[src/tssc_pkg.sv]
// Shared constants and types for the two-list store and combine block.
package tssc_pkg;

    // List sizing
    localparam int CAPACITY = 16;
    localparam int ELEM_W   = 32;
    localparam int IDX_W    = $clog2(CAPACITY);
    localparam int CNT_W    = $clog2(CAPACITY + 1);

    // Configuration port
    localparam int APB_AW = 3;
    localparam int APB_DW = 32;
    localparam int MODE_W = 2;
    localparam logic [APB_AW-3:0] REG_IDX_MODE = '0;

    // Combine modes
    localparam logic [MODE_W-1:0] MODE_UNION     = 2'd0;
    localparam logic [MODE_W-1:0] MODE_INTERSECT = 2'd1;
    localparam logic [MODE_W-1:0] MODE_DIFF      = 2'd2;

    // Request codes
    typedef enum logic [1:0] {
        REQ_ADD     = 2'd0,
        REQ_REMOVE  = 2'd1,
        REQ_SEARCH  = 2'd2,
        REQ_COMBINE = 2'd3
    } req_t;

    // Result status codes
    typedef enum logic [2:0] {
        ST_ADDED     = 3'd0,
        ST_FULL      = 3'd1,
        ST_REMOVED   = 3'd2,
        ST_EMPTY     = 3'd3,
        ST_FOUND     = 3'd4,
        ST_NOT_FOUND = 3'd5,
        ST_COMBINE   = 3'd6
    } status_t;

    // Sequencer states
    typedef enum logic [3:0] {
        S_IDLE,
        S_R_RD,
        S_R_OUT,
        S_S_RD,
        S_S_CMP,
        S_C_OUTER,
        S_C_OLAT,
        S_C_INNER,
        S_C_ICMP,
        S_C_PUSH,
        S_C_FIN
    } state_t;

endpackage

[src/tssc_in_if.sv]
// Request channel: valid/ready handshake carrying one request item.
interface tssc_in_if;
    logic                              valid;
    logic                              ready;
    tssc_pkg::req_t                    req_type;
    logic                              which_set;
    logic signed [tssc_pkg::ELEM_W-1:0] element_value;

    modport source (output valid, output req_type, output which_set,
                    output element_value, input ready);
    modport sink   (input valid, input req_type, input which_set,
                    input element_value, output ready);
endinterface

[src/tssc_out_if.sv]
// Result channel: valid/ready handshake carrying one result item.
interface tssc_out_if;
    logic                               valid;
    logic                               ready;
    tssc_pkg::status_t                  status;
    logic signed [tssc_pkg::ELEM_W-1:0] result_value;
    logic [tssc_pkg::CNT_W-1:0]         position;
    logic [tssc_pkg::CNT_W-1:0]         list_count;
    logic                               has_element;
    logic                               last_item;

    modport source (output valid, output status, output result_value, output position,
                    output list_count, output has_element, output last_item,
                    input ready);
    modport sink   (input valid, input status, input result_value, input position,
                    input list_count, input has_element, input last_item,
                    output ready);
endinterface

[src/tssc_ram.sv]
// Generic single-write, single-read RAM with registered read data.
module tssc_ram #(
    parameter int WIDTH = 32,
    parameter int DEPTH = 16
) (
    input  logic                     clk,
    input  logic                     we,
    input  logic [$clog2(DEPTH)-1:0] waddr,
    input  logic [WIDTH-1:0]         wdata,
    input  logic [$clog2(DEPTH)-1:0] raddr,
    output logic [WIDTH-1:0]         rdata
);

    logic [WIDTH-1:0] mem [DEPTH];

    // Write port
    always_ff @(posedge clk)
    begin
        if (we)
        begin
            mem[waddr] <= wdata;
        end
    end

    // Registered read port
    always_ff @(posedge clk)
    begin
        rdata <= mem[raddr];
    end

endmodule

[src/two_set_store_combine_core.sv]
// Add, and remove of an empty list: result registered directly on accept; remove: S_R_RD, S_R_OUT.
// Search: each entry is read (S_S_RD) then compared (S_S_CMP) up to the hit or the list end.
// Combine: per outer entry S_C_OUTER and S_C_OLAT, then S_C_INNER and S_C_ICMP per inner entry
// compared, S_C_PUSH if emitted, then S_C_FIN; one comparator walks both list RAMs.
// One item at a time: ready only when idle with the output register empty; results can stall.
// Reset clears counts, combine_mode and control state; list RAMs hold garbage until written.
module two_set_store_combine_core (
    input  logic                          clk,
    input  logic                          rst_n,
    tssc_in_if.sink                       in_ch,
    tssc_out_if.source                    out_ch,
    input  logic                          psel,
    input  logic                          penable,
    input  logic                          pwrite,
    input  logic [tssc_pkg::APB_AW-1:0]   paddr,
    input  logic [tssc_pkg::APB_DW-1:0]   pwdata,
    output logic [tssc_pkg::APB_DW-1:0]   prdata,
    output logic                          pready
);

    localparam int CW = tssc_pkg::CNT_W;
    localparam int EW = tssc_pkg::ELEM_W;
    localparam int IW = tssc_pkg::IDX_W;

    tssc_pkg::state_t state_reg, state_next;

    logic [tssc_pkg::MODE_W-1:0] mode_reg;
    logic [CW-1:0] cnt_a_reg, cnt_a_next;
    logic [CW-1:0] cnt_b_reg, cnt_b_next;
    logic [CW-1:0] oi_reg, oi_next;
    logic [CW-1:0] ii_reg, ii_next;
    logic [CW-1:0] inner_len_reg, inner_len_next;
    logic          sel_reg, sel_next;
    logic          outer_b_reg, outer_b_next;
    logic          want_reg, want_next;
    logic          phase2_reg, phase2_next;
    logic          hit_reg, hit_next;
    logic          pend_valid_reg, pend_valid_next;
    logic [EW-1:0] key_reg, key_next;
    logic [EW-1:0] cand_reg, cand_next;
    logic [EW-1:0] pend_reg, pend_next;

    // Output register
    logic              out_valid_reg;
    tssc_pkg::status_t out_status_reg;
    logic [EW-1:0]     out_value_reg;
    logic [CW-1:0]     out_pos_reg;
    logic [CW-1:0]     out_count_reg;
    logic              out_has_reg;
    logic              out_last_reg;

    // Output load request
    logic              out_load;
    tssc_pkg::status_t ld_status;
    logic [EW-1:0]     ld_value;
    logic [CW-1:0]     ld_pos;
    logic [CW-1:0]     ld_count;
    logic              ld_has;
    logic              ld_last;

    logic          accept;
    logic          out_free;
    logic [CW-1:0] in_cnt;
    logic [CW-1:0] sel_cnt;
    logic [CW-1:0] outer_len;
    logic          we_a, we_b;
    logic [IW-1:0] raddr_a, raddr_b;
    logic [EW-1:0] q_a, q_b;
    logic [EW-1:0] outer_q, inner_q;
    logic [EW-1:0] cmp_x, cmp_y;
    logic          cmp_eq;
    logic          cfg_hit;

    // Configuration register
    assign cfg_hit = (paddr[tssc_pkg::APB_AW-1:2] == tssc_pkg::REG_IDX_MODE);
    assign pready  = 1'b1;
    assign prdata  = cfg_hit ? {{(tssc_pkg::APB_DW - tssc_pkg::MODE_W){1'b0}}, mode_reg} : '0;

    always_ff @(posedge clk or negedge rst_n)
    begin
        if (!rst_n)
        begin
            mode_reg <= tssc_pkg::MODE_UNION;
        end
        else if (psel && penable && pwrite && cfg_hit)
        begin
            mode_reg <= pwdata[tssc_pkg::MODE_W-1:0];
        end
    end

    // Handshake
    assign out_free     = !out_valid_reg || out_ch.ready;
    assign in_ch.ready  = (state_reg == tssc_pkg::S_IDLE) && !out_valid_reg;
    assign accept       = in_ch.valid && in_ch.ready;
    assign in_cnt       = in_ch.which_set ? cnt_b_reg : cnt_a_reg;
    assign sel_cnt      = sel_reg ? cnt_b_reg : cnt_a_reg;
    assign outer_len    = outer_b_reg ? cnt_b_reg : cnt_a_reg;

    // List RAMs: append writes at the count, reads walk outer or inner index
    assign we_a = accept && (in_ch.req_type == tssc_pkg::REQ_ADD) && !in_ch.which_set
                  && (cnt_a_reg != CW'(tssc_pkg::CAPACITY));
    assign we_b = accept && (in_ch.req_type == tssc_pkg::REQ_ADD) && in_ch.which_set
                  && (cnt_b_reg != CW'(tssc_pkg::CAPACITY));
    assign raddr_a = outer_b_reg ? ii_reg[IW-1:0] : oi_reg[IW-1:0];
    assign raddr_b = outer_b_reg ? oi_reg[IW-1:0] : ii_reg[IW-1:0];

    tssc_ram #(.WIDTH(EW), .DEPTH(tssc_pkg::CAPACITY)) u_ram_a (
        .clk   (clk),
        .we    (we_a),
        .waddr (cnt_a_reg[IW-1:0]),
        .wdata (in_ch.element_value),
        .raddr (raddr_a),
        .rdata (q_a)
    );

    tssc_ram #(.WIDTH(EW), .DEPTH(tssc_pkg::CAPACITY)) u_ram_b (
        .clk   (clk),
        .we    (we_b),
        .waddr (cnt_b_reg[IW-1:0]),
        .wdata (in_ch.element_value),
        .raddr (raddr_b),
        .rdata (q_b)
    );

    assign outer_q = outer_b_reg ? q_b : q_a;
    assign inner_q = outer_b_reg ? q_a : q_b;

    // Shared comparator: search key against outer entry, or candidate against inner entry
    assign cmp_x  = (state_reg == tssc_pkg::S_S_CMP) ? outer_q : inner_q;
    assign cmp_y  = (state_reg == tssc_pkg::S_S_CMP) ? key_reg : cand_reg;
    assign cmp_eq = (cmp_x == cmp_y);

    // Control and data registers
    always_ff @(posedge clk or negedge rst_n)
    begin
        if (!rst_n)
        begin
            state_reg      <= tssc_pkg::S_IDLE;
            cnt_a_reg      <= '0;
            cnt_b_reg      <= '0;
            oi_reg         <= '0;
            ii_reg         <= '0;
            inner_len_reg  <= '0;
            sel_reg        <= 1'b0;
            outer_b_reg    <= 1'b0;
            want_reg       <= 1'b0;
            phase2_reg     <= 1'b0;
            hit_reg        <= 1'b0;
            pend_valid_reg <= 1'b0;
            out_valid_reg  <= 1'b0;
        end
        else
        begin
            state_reg      <= state_next;
            cnt_a_reg      <= cnt_a_next;
            cnt_b_reg      <= cnt_b_next;
            oi_reg         <= oi_next;
            ii_reg         <= ii_next;
            inner_len_reg  <= inner_len_next;
            sel_reg        <= sel_next;
            outer_b_reg    <= outer_b_next;
            want_reg       <= want_next;
            phase2_reg     <= phase2_next;
            hit_reg        <= hit_next;
            pend_valid_reg <= pend_valid_next;
            if (out_load)
            begin
                out_valid_reg <= 1'b1;
            end
            else if (out_ch.ready)
            begin
                out_valid_reg <= 1'b0;
            end
        end
    end

    // Payload registers
    always_ff @(posedge clk)
    begin
        key_reg  <= key_next;
        cand_reg <= cand_next;
        pend_reg <= pend_next;
        if (out_load)
        begin
            out_status_reg <= ld_status;
            out_value_reg  <= ld_value;
            out_pos_reg    <= ld_pos;
            out_count_reg  <= ld_count;
            out_has_reg    <= ld_has;
            out_last_reg   <= ld_last;
        end
    end

    // Sequencer
    always_comb
    begin
        state_next      = state_reg;
        cnt_a_next      = cnt_a_reg;
        cnt_b_next      = cnt_b_reg;
        oi_next         = oi_reg;
        ii_next         = ii_reg;
        inner_len_next  = inner_len_reg;
        sel_next        = sel_reg;
        outer_b_next    = outer_b_reg;
        want_next       = want_reg;
        phase2_next     = phase2_reg;
        hit_next        = hit_reg;
        pend_valid_next = pend_valid_reg;
        key_next        = key_reg;
        cand_next       = cand_reg;
        pend_next       = pend_reg;
        out_load        = 1'b0;
        ld_status       = tssc_pkg::ST_ADDED;
        ld_value        = '0;
        ld_pos          = '0;
        ld_count        = sel_cnt;
        ld_has          = 1'b0;
        ld_last         = 1'b1;

        case (state_reg)
            tssc_pkg::S_IDLE:
            begin
                if (accept)
                begin
                    sel_next     = in_ch.which_set;
                    key_next     = in_ch.element_value;
                    outer_b_next = in_ch.which_set;
                    oi_next      = '0;
                    ld_count     = in_cnt;
                    case (in_ch.req_type)
                        tssc_pkg::REQ_ADD:
                        begin
                            out_load = 1'b1;
                            if (in_cnt == CW'(tssc_pkg::CAPACITY))
                            begin
                                ld_status = tssc_pkg::ST_FULL;
                            end
                            else
                            begin
                                ld_status = tssc_pkg::ST_ADDED;
                                ld_count  = in_cnt + CW'(1);
                                if (in_ch.which_set)
                                begin
                                    cnt_b_next = in_cnt + CW'(1);
                                end
                                else
                                begin
                                    cnt_a_next = in_cnt + CW'(1);
                                end
                            end
                        end
                        tssc_pkg::REQ_REMOVE:
                        begin
                            if (in_cnt == '0)
                            begin
                                out_load  = 1'b1;
                                ld_status = tssc_pkg::ST_EMPTY;
                            end
                            else
                            begin
                                oi_next    = in_cnt - CW'(1);
                                state_next = tssc_pkg::S_R_RD;
                                if (in_ch.which_set)
                                begin
                                    cnt_b_next = in_cnt - CW'(1);
                                end
                                else
                                begin
                                    cnt_a_next = in_cnt - CW'(1);
                                end
                            end
                        end
                        tssc_pkg::REQ_SEARCH:
                        begin
                            state_next = tssc_pkg::S_S_RD;
                        end
                        tssc_pkg::REQ_COMBINE:
                        begin
                            pend_valid_next = 1'b0;
                            outer_b_next    = 1'b0;
                            case (mode_reg)
                                tssc_pkg::MODE_UNION:
                                begin
                                    // first pass emits all of A, then B against A
                                    inner_len_next = '0;
                                    want_next      = 1'b0;
                                    phase2_next    = 1'b1;
                                    state_next     = tssc_pkg::S_C_OUTER;
                                end
                                tssc_pkg::MODE_INTERSECT:
                                begin
                                    inner_len_next = cnt_b_reg;
                                    want_next      = 1'b1;
                                    phase2_next    = 1'b0;
                                    state_next     = tssc_pkg::S_C_OUTER;
                                end
                                tssc_pkg::MODE_DIFF:
                                begin
                                    inner_len_next = cnt_b_reg;
                                    want_next      = 1'b0;
                                    phase2_next    = 1'b0;
                                    state_next     = tssc_pkg::S_C_OUTER;
                                end
                                default:
                                begin
                                    state_next = tssc_pkg::S_C_FIN;
                                end
                            endcase
                        end
                        default:
                        begin
                            state_next = tssc_pkg::S_IDLE;
                        end
                    endcase
                end
            end

            // Remove: RAM read of the popped entry
            tssc_pkg::S_R_RD:
            begin
                state_next = tssc_pkg::S_R_OUT;
            end

            tssc_pkg::S_R_OUT:
            begin
                if (out_free)
                begin
                    out_load   = 1'b1;
                    ld_status  = tssc_pkg::ST_REMOVED;
                    ld_value   = outer_q;
                    state_next = tssc_pkg::S_IDLE;
                end
            end

            // Search: walk the list with the comparator
            tssc_pkg::S_S_RD:
            begin
                if (oi_reg == outer_len)
                begin
                    if (out_free)
                    begin
                        out_load   = 1'b1;
                        ld_status  = tssc_pkg::ST_NOT_FOUND;
                        state_next = tssc_pkg::S_IDLE;
                    end
                end
                else
                begin
                    state_next = tssc_pkg::S_S_CMP;
                end
            end

            tssc_pkg::S_S_CMP:
            begin
                if (cmp_eq)
                begin
                    if (out_free)
                    begin
                        out_load   = 1'b1;
                        ld_status  = tssc_pkg::ST_FOUND;
                        ld_pos     = oi_reg + CW'(1);
                        state_next = tssc_pkg::S_IDLE;
                    end
                end
                else
                begin
                    oi_next    = oi_reg + CW'(1);
                    state_next = tssc_pkg::S_S_RD;
                end
            end

            // Combine: outer loop over candidates
            tssc_pkg::S_C_OUTER:
            begin
                if (oi_reg == outer_len)
                begin
                    if (phase2_reg)
                    begin
                        phase2_next    = 1'b0;
                        outer_b_next   = 1'b1;
                        inner_len_next = cnt_a_reg;
                        oi_next        = '0;
                    end
                    else
                    begin
                        state_next = tssc_pkg::S_C_FIN;
                    end
                end
                else
                begin
                    state_next = tssc_pkg::S_C_OLAT;
                end
            end

            tssc_pkg::S_C_OLAT:
            begin
                cand_next  = outer_q;
                ii_next    = '0;
                hit_next   = 1'b0;
                state_next = tssc_pkg::S_C_INNER;
            end

            // Inner membership scan, stops at the first hit
            tssc_pkg::S_C_INNER:
            begin
                if (hit_reg || (ii_reg == inner_len_reg))
                begin
                    if (hit_reg == want_reg)
                    begin
                        state_next = tssc_pkg::S_C_PUSH;
                    end
                    else
                    begin
                        oi_next    = oi_reg + CW'(1);
                        state_next = tssc_pkg::S_C_OUTER;
                    end
                end
                else
                begin
                    state_next = tssc_pkg::S_C_ICMP;
                end
            end

            tssc_pkg::S_C_ICMP:
            begin
                hit_next   = cmp_eq;
                ii_next    = ii_reg + CW'(1);
                state_next = tssc_pkg::S_C_INNER;
            end

            // Hold one element back so the final one can carry last_item
            tssc_pkg::S_C_PUSH:
            begin
                if (!pend_valid_reg)
                begin
                    pend_next       = cand_reg;
                    pend_valid_next = 1'b1;
                    oi_next         = oi_reg + CW'(1);
                    state_next      = tssc_pkg::S_C_OUTER;
                end
                else if (out_free)
                begin
                    out_load   = 1'b1;
                    ld_status  = tssc_pkg::ST_COMBINE;
                    ld_value   = pend_reg;
                    ld_has     = 1'b1;
                    ld_last    = 1'b0;
                    pend_next  = cand_reg;
                    oi_next    = oi_reg + CW'(1);
                    state_next = tssc_pkg::S_C_OUTER;
                end
            end

            tssc_pkg::S_C_FIN:
            begin
                if (out_free)
                begin
                    out_load        = 1'b1;
                    ld_status       = tssc_pkg::ST_COMBINE;
                    ld_value        = pend_valid_reg ? pend_reg : '0;
                    ld_has          = pend_valid_reg;
                    pend_valid_next = 1'b0;
                    state_next      = tssc_pkg::S_IDLE;
                end
            end

            default:
            begin
                state_next = tssc_pkg::S_IDLE;
            end
        endcase
    end

    // Result channel
    assign out_ch.valid        = out_valid_reg;
    assign out_ch.status       = out_status_reg;
    assign out_ch.result_value = out_value_reg;
    assign out_ch.position     = out_pos_reg;
    assign out_ch.list_count   = out_count_reg;
    assign out_ch.has_element  = out_has_reg;
    assign out_ch.last_item    = out_last_reg;

`ifndef SYNTH
    // Counts stay within capacity
    a_cnt_bound: assert property (@(posedge clk) disable iff (!rst_n)
        (cnt_a_reg <= CW'(tssc_pkg::CAPACITY)) && (cnt_b_reg <= CW'(tssc_pkg::CAPACITY)))
        else $error("list count above capacity");

    // An accepted add to a non-full list A grows it by one
    a_add_grows: assert property (@(posedge clk) disable iff (!rst_n)
        accept && (in_ch.req_type == tssc_pkg::REQ_ADD) && !in_ch.which_set
        && (cnt_a_reg != CW'(tssc_pkg::CAPACITY))
        |=> cnt_a_reg == $past(cnt_a_reg) + CW'(1))
        else $error("add did not grow list A");

    // Single-result requests always mark their item last
    a_single_last: assert property (@(posedge clk) disable iff (!rst_n)
        out_ch.valid && (out_ch.status != tssc_pkg::ST_COMBINE) |-> out_ch.last_item)
        else $error("non-combine item not marked last");

    // An empty combine is a lone, zero-valued item
    a_empty_combine: assert property (@(posedge clk) disable iff (!rst_n)
        out_ch.valid && (out_ch.status == tssc_pkg::ST_COMBINE) && !out_ch.has_element
        |-> out_ch.last_item && (out_ch.result_value == '0))
        else $error("malformed empty combine item");
`endif

endmodule
[src/flat_wrapper.sv]
// flat-port wrapper written by rule: the top's interface ports become plain ports
module two_set_store_combine_core_flat 
  (clk, rst_n, psel, penable, pwrite, paddr, pwdata, prdata, pready, in_ch_valid, in_ch_req_type, in_ch_which_set, in_ch_element_value, in_ch_ready, out_ch_valid, out_ch_status, out_ch_result_value, out_ch_position, out_ch_list_count, out_ch_has_element, out_ch_last_item, out_ch_ready);
  tssc_in_if in_ch_i ();
  tssc_out_if out_ch_i ();
  input  logic clk;
  input  logic rst_n;
  input  logic psel;
  input  logic penable;
  input  logic pwrite;
  input  logic [tssc_pkg::APB_AW-1:0] paddr;
  input  logic [tssc_pkg::APB_DW-1:0] pwdata;
  output logic [tssc_pkg::APB_DW-1:0] prdata;
  output logic pready;
  input wire logic [$bits(in_ch_i.valid)-1:0] in_ch_valid;
  input wire logic [$bits(in_ch_i.req_type)-1:0] in_ch_req_type;
  input wire logic [$bits(in_ch_i.which_set)-1:0] in_ch_which_set;
  input wire logic [$bits(in_ch_i.element_value)-1:0] in_ch_element_value;
  output wire logic [$bits(in_ch_i.ready)-1:0] in_ch_ready;
  output wire logic [$bits(out_ch_i.valid)-1:0] out_ch_valid;
  output wire logic [$bits(out_ch_i.status)-1:0] out_ch_status;
  output wire logic [$bits(out_ch_i.result_value)-1:0] out_ch_result_value;
  output wire logic [$bits(out_ch_i.position)-1:0] out_ch_position;
  output wire logic [$bits(out_ch_i.list_count)-1:0] out_ch_list_count;
  output wire logic [$bits(out_ch_i.has_element)-1:0] out_ch_has_element;
  output wire logic [$bits(out_ch_i.last_item)-1:0] out_ch_last_item;
  input wire logic [$bits(out_ch_i.ready)-1:0] out_ch_ready;
  assign in_ch_i.valid = in_ch_valid;
  assign in_ch_i.req_type = in_ch_req_type;
  assign in_ch_i.which_set = in_ch_which_set;
  assign in_ch_i.element_value = in_ch_element_value;
  assign in_ch_ready = in_ch_i.ready;
  assign out_ch_valid = out_ch_i.valid;
  assign out_ch_status = out_ch_i.status;
  assign out_ch_result_value = out_ch_i.result_value;
  assign out_ch_position = out_ch_i.position;
  assign out_ch_list_count = out_ch_i.list_count;
  assign out_ch_has_element = out_ch_i.has_element;
  assign out_ch_last_item = out_ch_i.last_item;
  assign out_ch_i.ready = out_ch_ready;
  two_set_store_combine_core u_core (.clk(clk), .rst_n(rst_n), .in_ch(in_ch_i), .out_ch(out_ch_i), .psel(psel), .penable(penable), .pwrite(pwrite), .paddr(paddr), .pwdata(pwdata), .prdata(prdata), .pready(pready));
endmodule
[config.mk]
export PLATFORM = sky130hd
export DESIGN_NAME = two_set_store_combine_core_flat
export DESIGN_NICKNAME = d
export VERILOG_FILES = /design/src/tssc_pkg.sv /design/src/tssc_in_if.sv /design/src/tssc_out_if.sv /design/src/tssc_ram.sv /design/src/two_set_store_combine_core.sv /design/src/flat_wrapper.sv
export SDC_FILE = /design/constraint.sdc
export NUM_CORES = 2
export LEC_CHECK = 0
export ABC_AREA = 1
export BUFFER_PORTS_ARGS = -buffer_cell sky130_fd_sc_hd__buf_4
export CELL_PAD_IN_SITES_DETAIL_PLACEMENT = 0
export CELL_PAD_IN_SITES_GLOBAL_PLACEMENT = 1
export CORE_MARGIN = 1
export CORE_UTILIZATION = 30
export DETAILED_ROUTE_END_ITERATION = 10
export PLACE_DENSITY = 0.52
export SYNTH_ARGS = -nofsm -noshare
export SYNTH_HDL_FRONTEND = slang
export SYNTH_HIERARCHICAL = 1
export SYNTH_SLANG_ARGS = --single-unit
[constraint.sdc]
create_clock -name clk -period 4.58 [get_ports clk]
set_clock_uncertainty 0.1 [all_clocks]
set_input_delay 0.916 -clock clk [delete_from_list [all_inputs] [get_ports clk]]
set_output_delay 0.916 -clock clk [all_outputs]
set_load 0.005 [all_outputs]
==> flow_summary.toml <==
[clocking]
cts-root-buf = "clkbuf_16"
cts_tree = "yes"
htree_levels = 4
cts_buffer_depth = 3
clock-sinks = 1269
cts_buffers = 150
clkTransAtPathRegs_ns = 0.05
insertion_delay_ns = 0.78
ctsResizeCount = 0

[timing]
drv_slew = 0
max_freq_mhz = 254
hold_slack_ns = 0.309
fin_crit_sh_pct = 86.1
finalSetupViolCount = 0
period_minus_slack_ns = 3.94
setup_tns_ns = 0
relSlewSlack_pct = 29.9
rsz0062_at_grt = "false"
worst_pin_slew_ns = 1.05
hold_violations = 0

[logic_synthesis]
synth_top_area_cell = "edfxtp_1"
yosys.area_share.adder_pct = 0.198
netlist_instances = 5766
ys.flop_type = "edfxtp_1"
synth_async_sr_flop_share_pct = 2.99
synth.distinct_cells = 49
synth-simple-area-share_pct = 21.6
synthXorXnorAreaFrac_pct = 0.262
synth.area.top_cells = "edfxtp_1, nand2_1, nand3_1"
yosys_warnings = 6
synth_top_area_share_pct = 61.6
synth_area_um2 = 56900
synth_mux_area_share_pct = 0.0176
synth_compound_area_share_pct = 2.36
synth_top_family_by_area = "simple AND/OR/NAND/NOR gates"
synth_edf_count = 1167
synth_seq_cells = 1269
seq_area_frac_synth_pct = 65.6
syn_avg_cell_area_um2 = 9.86

[pwr]
p_leak_uw = 0.0277
total_power_uw = 39100
powerDensity_nw_per_um2 = 598
peakVddDrop_uv = 423

[floorplan]
die_area_um2 = 191000
die_h_um = 437
core_area_um2 = 188000
initial_utilization_pct = 30.2
die_w_um = 437
placementRows = 159
pin_count = 159

[run]
drv_cap = 0

[worst_setup_path]
path_class = "reg -> reg"
required_ns = 4.87
crit_path_end_kind = "flip-flop"
worst-path-max-fanout = 32
cp.arrival_ns = 4.24
critPathLaunchType = "flip-flop"

[route]
avgRoutedWirePerCell_um = 20.5
vias = 38200
firstDrtPassIters = 10
drt-total-wl_mm = 175
drt-vias-per-instance = 4.49
drc_errors = 40
drtIter0Drc = 2553
final_antenna_net_count = 0

[global_route]
antenna_found_initial = 14
grt_pass1_vias = 36000
grt_max_degree = 146
grt_first_pass_wirelength_mm = 252
grt_overflow_total = 0
track_usage_pct = 18.1

[placed_design]
post-dp-hpwl_mm = 102
place_congestion = 0.787
placed_area_um2 = 60500
port-buffer-count = 95

[cells_and_area]
mostFrequentLayoutCells = "nand2_1, edfxtp_1, inv_1, nand3_1, buf_4"
area_delta_synth_final_pct = 15.2
final_area_um2 = 65500
drive_gt1_share_pct = 8.95
nFillCells = 18900
seqCellArea_um2 = 37300
multi_input_area_um2 = 14400
mostFrequentLayoutCell = "nand2_1"
final_nets = 5959
largest_registers = "u_core/u_ram_a/mem x512, u_core/u_ram_b/mem x512"

[outcome]
outcome = "finished, violations left"
violations = "design-rule violations"

[min_path]
hold_class = "in -> reg"
## final cells by class
class | count | area share (%)
sequential | 1269 | 56.9
multi-input combinational | 3264 | 22.0
clock buffer | 218 | 6.72
inverter | 957 | 5.52
tap | 2495 | 4.77
timing repair buffer | 231 | 3.21
clock inverter | 61 | 0.862
antenna | 7 | 0.0268
## synth_stat cells, types with 3 or more instances
| master | instances |
|---|---|
| buf_2 | 104 |
| dfrtp_1 | 38 |
| buf_6 | 81 |
| nand2_1 | 2016 |
| or2_2 | 4 |
| nor2_4 | 4 |
| inv_1 | 946 |
| o211ai_1 | 4 |
| inv_2 | 8 |
| nand2_2 | 5 |
| a31oi_1 | 3 |
| nand3_1 | 803 |
| clkbuf_1 | 45 |
| o21ai_1 | 23 |
| o22ai_1 | 8 |
| ha_1 | 9 |
| a32o_1 | 4 |
| buf_4 | 45 |
| buf_1 | 28 |
| o21ai_0 | 168 |
| dfxtp_1 | 64 |
| edfxtp_1 | 1167 |
| nand4_1 | 6 |
| nor2_2 | 5 |
| xor2_1 | 15 |
| nand3b_1 | 10 |
| o21a_1 | 7 |
| a21oi_1 | 22 |
| nor3_1 | 12 |
| nor2_1 | 86 |
## final timing paths
kind                            slack, ns                start                       end  cells past startpoint
worst max-delay path                 0.64  u_core/state_reg[2]  u_core/u_ram_b/mem[8][0]                     11
worst min-delay path                 0.31            pwdata[0]        u_core/mode_reg[0]                      3
worst max register to register       0.64  u_core/state_reg[2]  u_core/u_ram_b/mem[8][0]                     11
worst min register to register       0.38  u_core/cand_reg[14]       u_core/pend_reg[14]                      0
max in group asynchronous            3.41                rst_n        u_core/outer_b_reg                      2
min in group asynchronous            0.56                rst_n            u_core/sel_reg                      2
## cells by family after synthesis
logic type               after synthesis
buffers and inverters               1262
adder cells (fa/ha/maj)                9
flip-flops                          1269
XOR/XNOR                              17
other                                  2
multiplexers                           1
AND/OR/NAND/NOR                     2957
AO/OA/AOI/OAI                        249
## where the power goes
| part | internal (uW) | switching [uW] | total (uW) |
|---|---|---|---|
| combinational | 3650 | 9020 | 12700 |
| sequential | 13600 | 905 | 14500 |
| clock | 7130 | 4850 | 12000 |
| total | 24300 | 14800 | 39100 |
## through the flow
stage	util [%]	cells	worst slack (ns)
floorplan	-	5795	0.478
global placement	32.2	8215	0.677
detailed placement	32.2	8215	0.725
CTS	34.8	8495	0.688
global route	34.8	8495	0.515
finish	34.8	8502	0.636
## per-layer routing
layer,wire length [um],global-route usage (%),share of wire (%),up-vias
li1,-,-,-,18800
met1,81500,25.2,47,18400
met2,80600,29.0,46,767
met3,8980,3.11,5.1,204
met4,3570,4.79,2.0,2
met5,9,0,0.0052,-
## critical path, cell delays in order (launching register included)
cell	delay, ns
dfrtp_1	0.45
nor2_1	0.27
nand2_2	0.20
nor2_2	0.15
nand2_1	0.16
nor2_1	0.17
inv_1	0.09
a2111oi_2	0.53
buf_4	0.28
nand3b_1	0.34
nor2_4	0.17
buf_4	0.56
## timing repair
item	4_1_cts	5_1_grt
hold buffers	1	0
endpoints found under the hold margin	38	0
setup buffers	0	0
No activity file was read; power rests on OpenSTA's default activity.
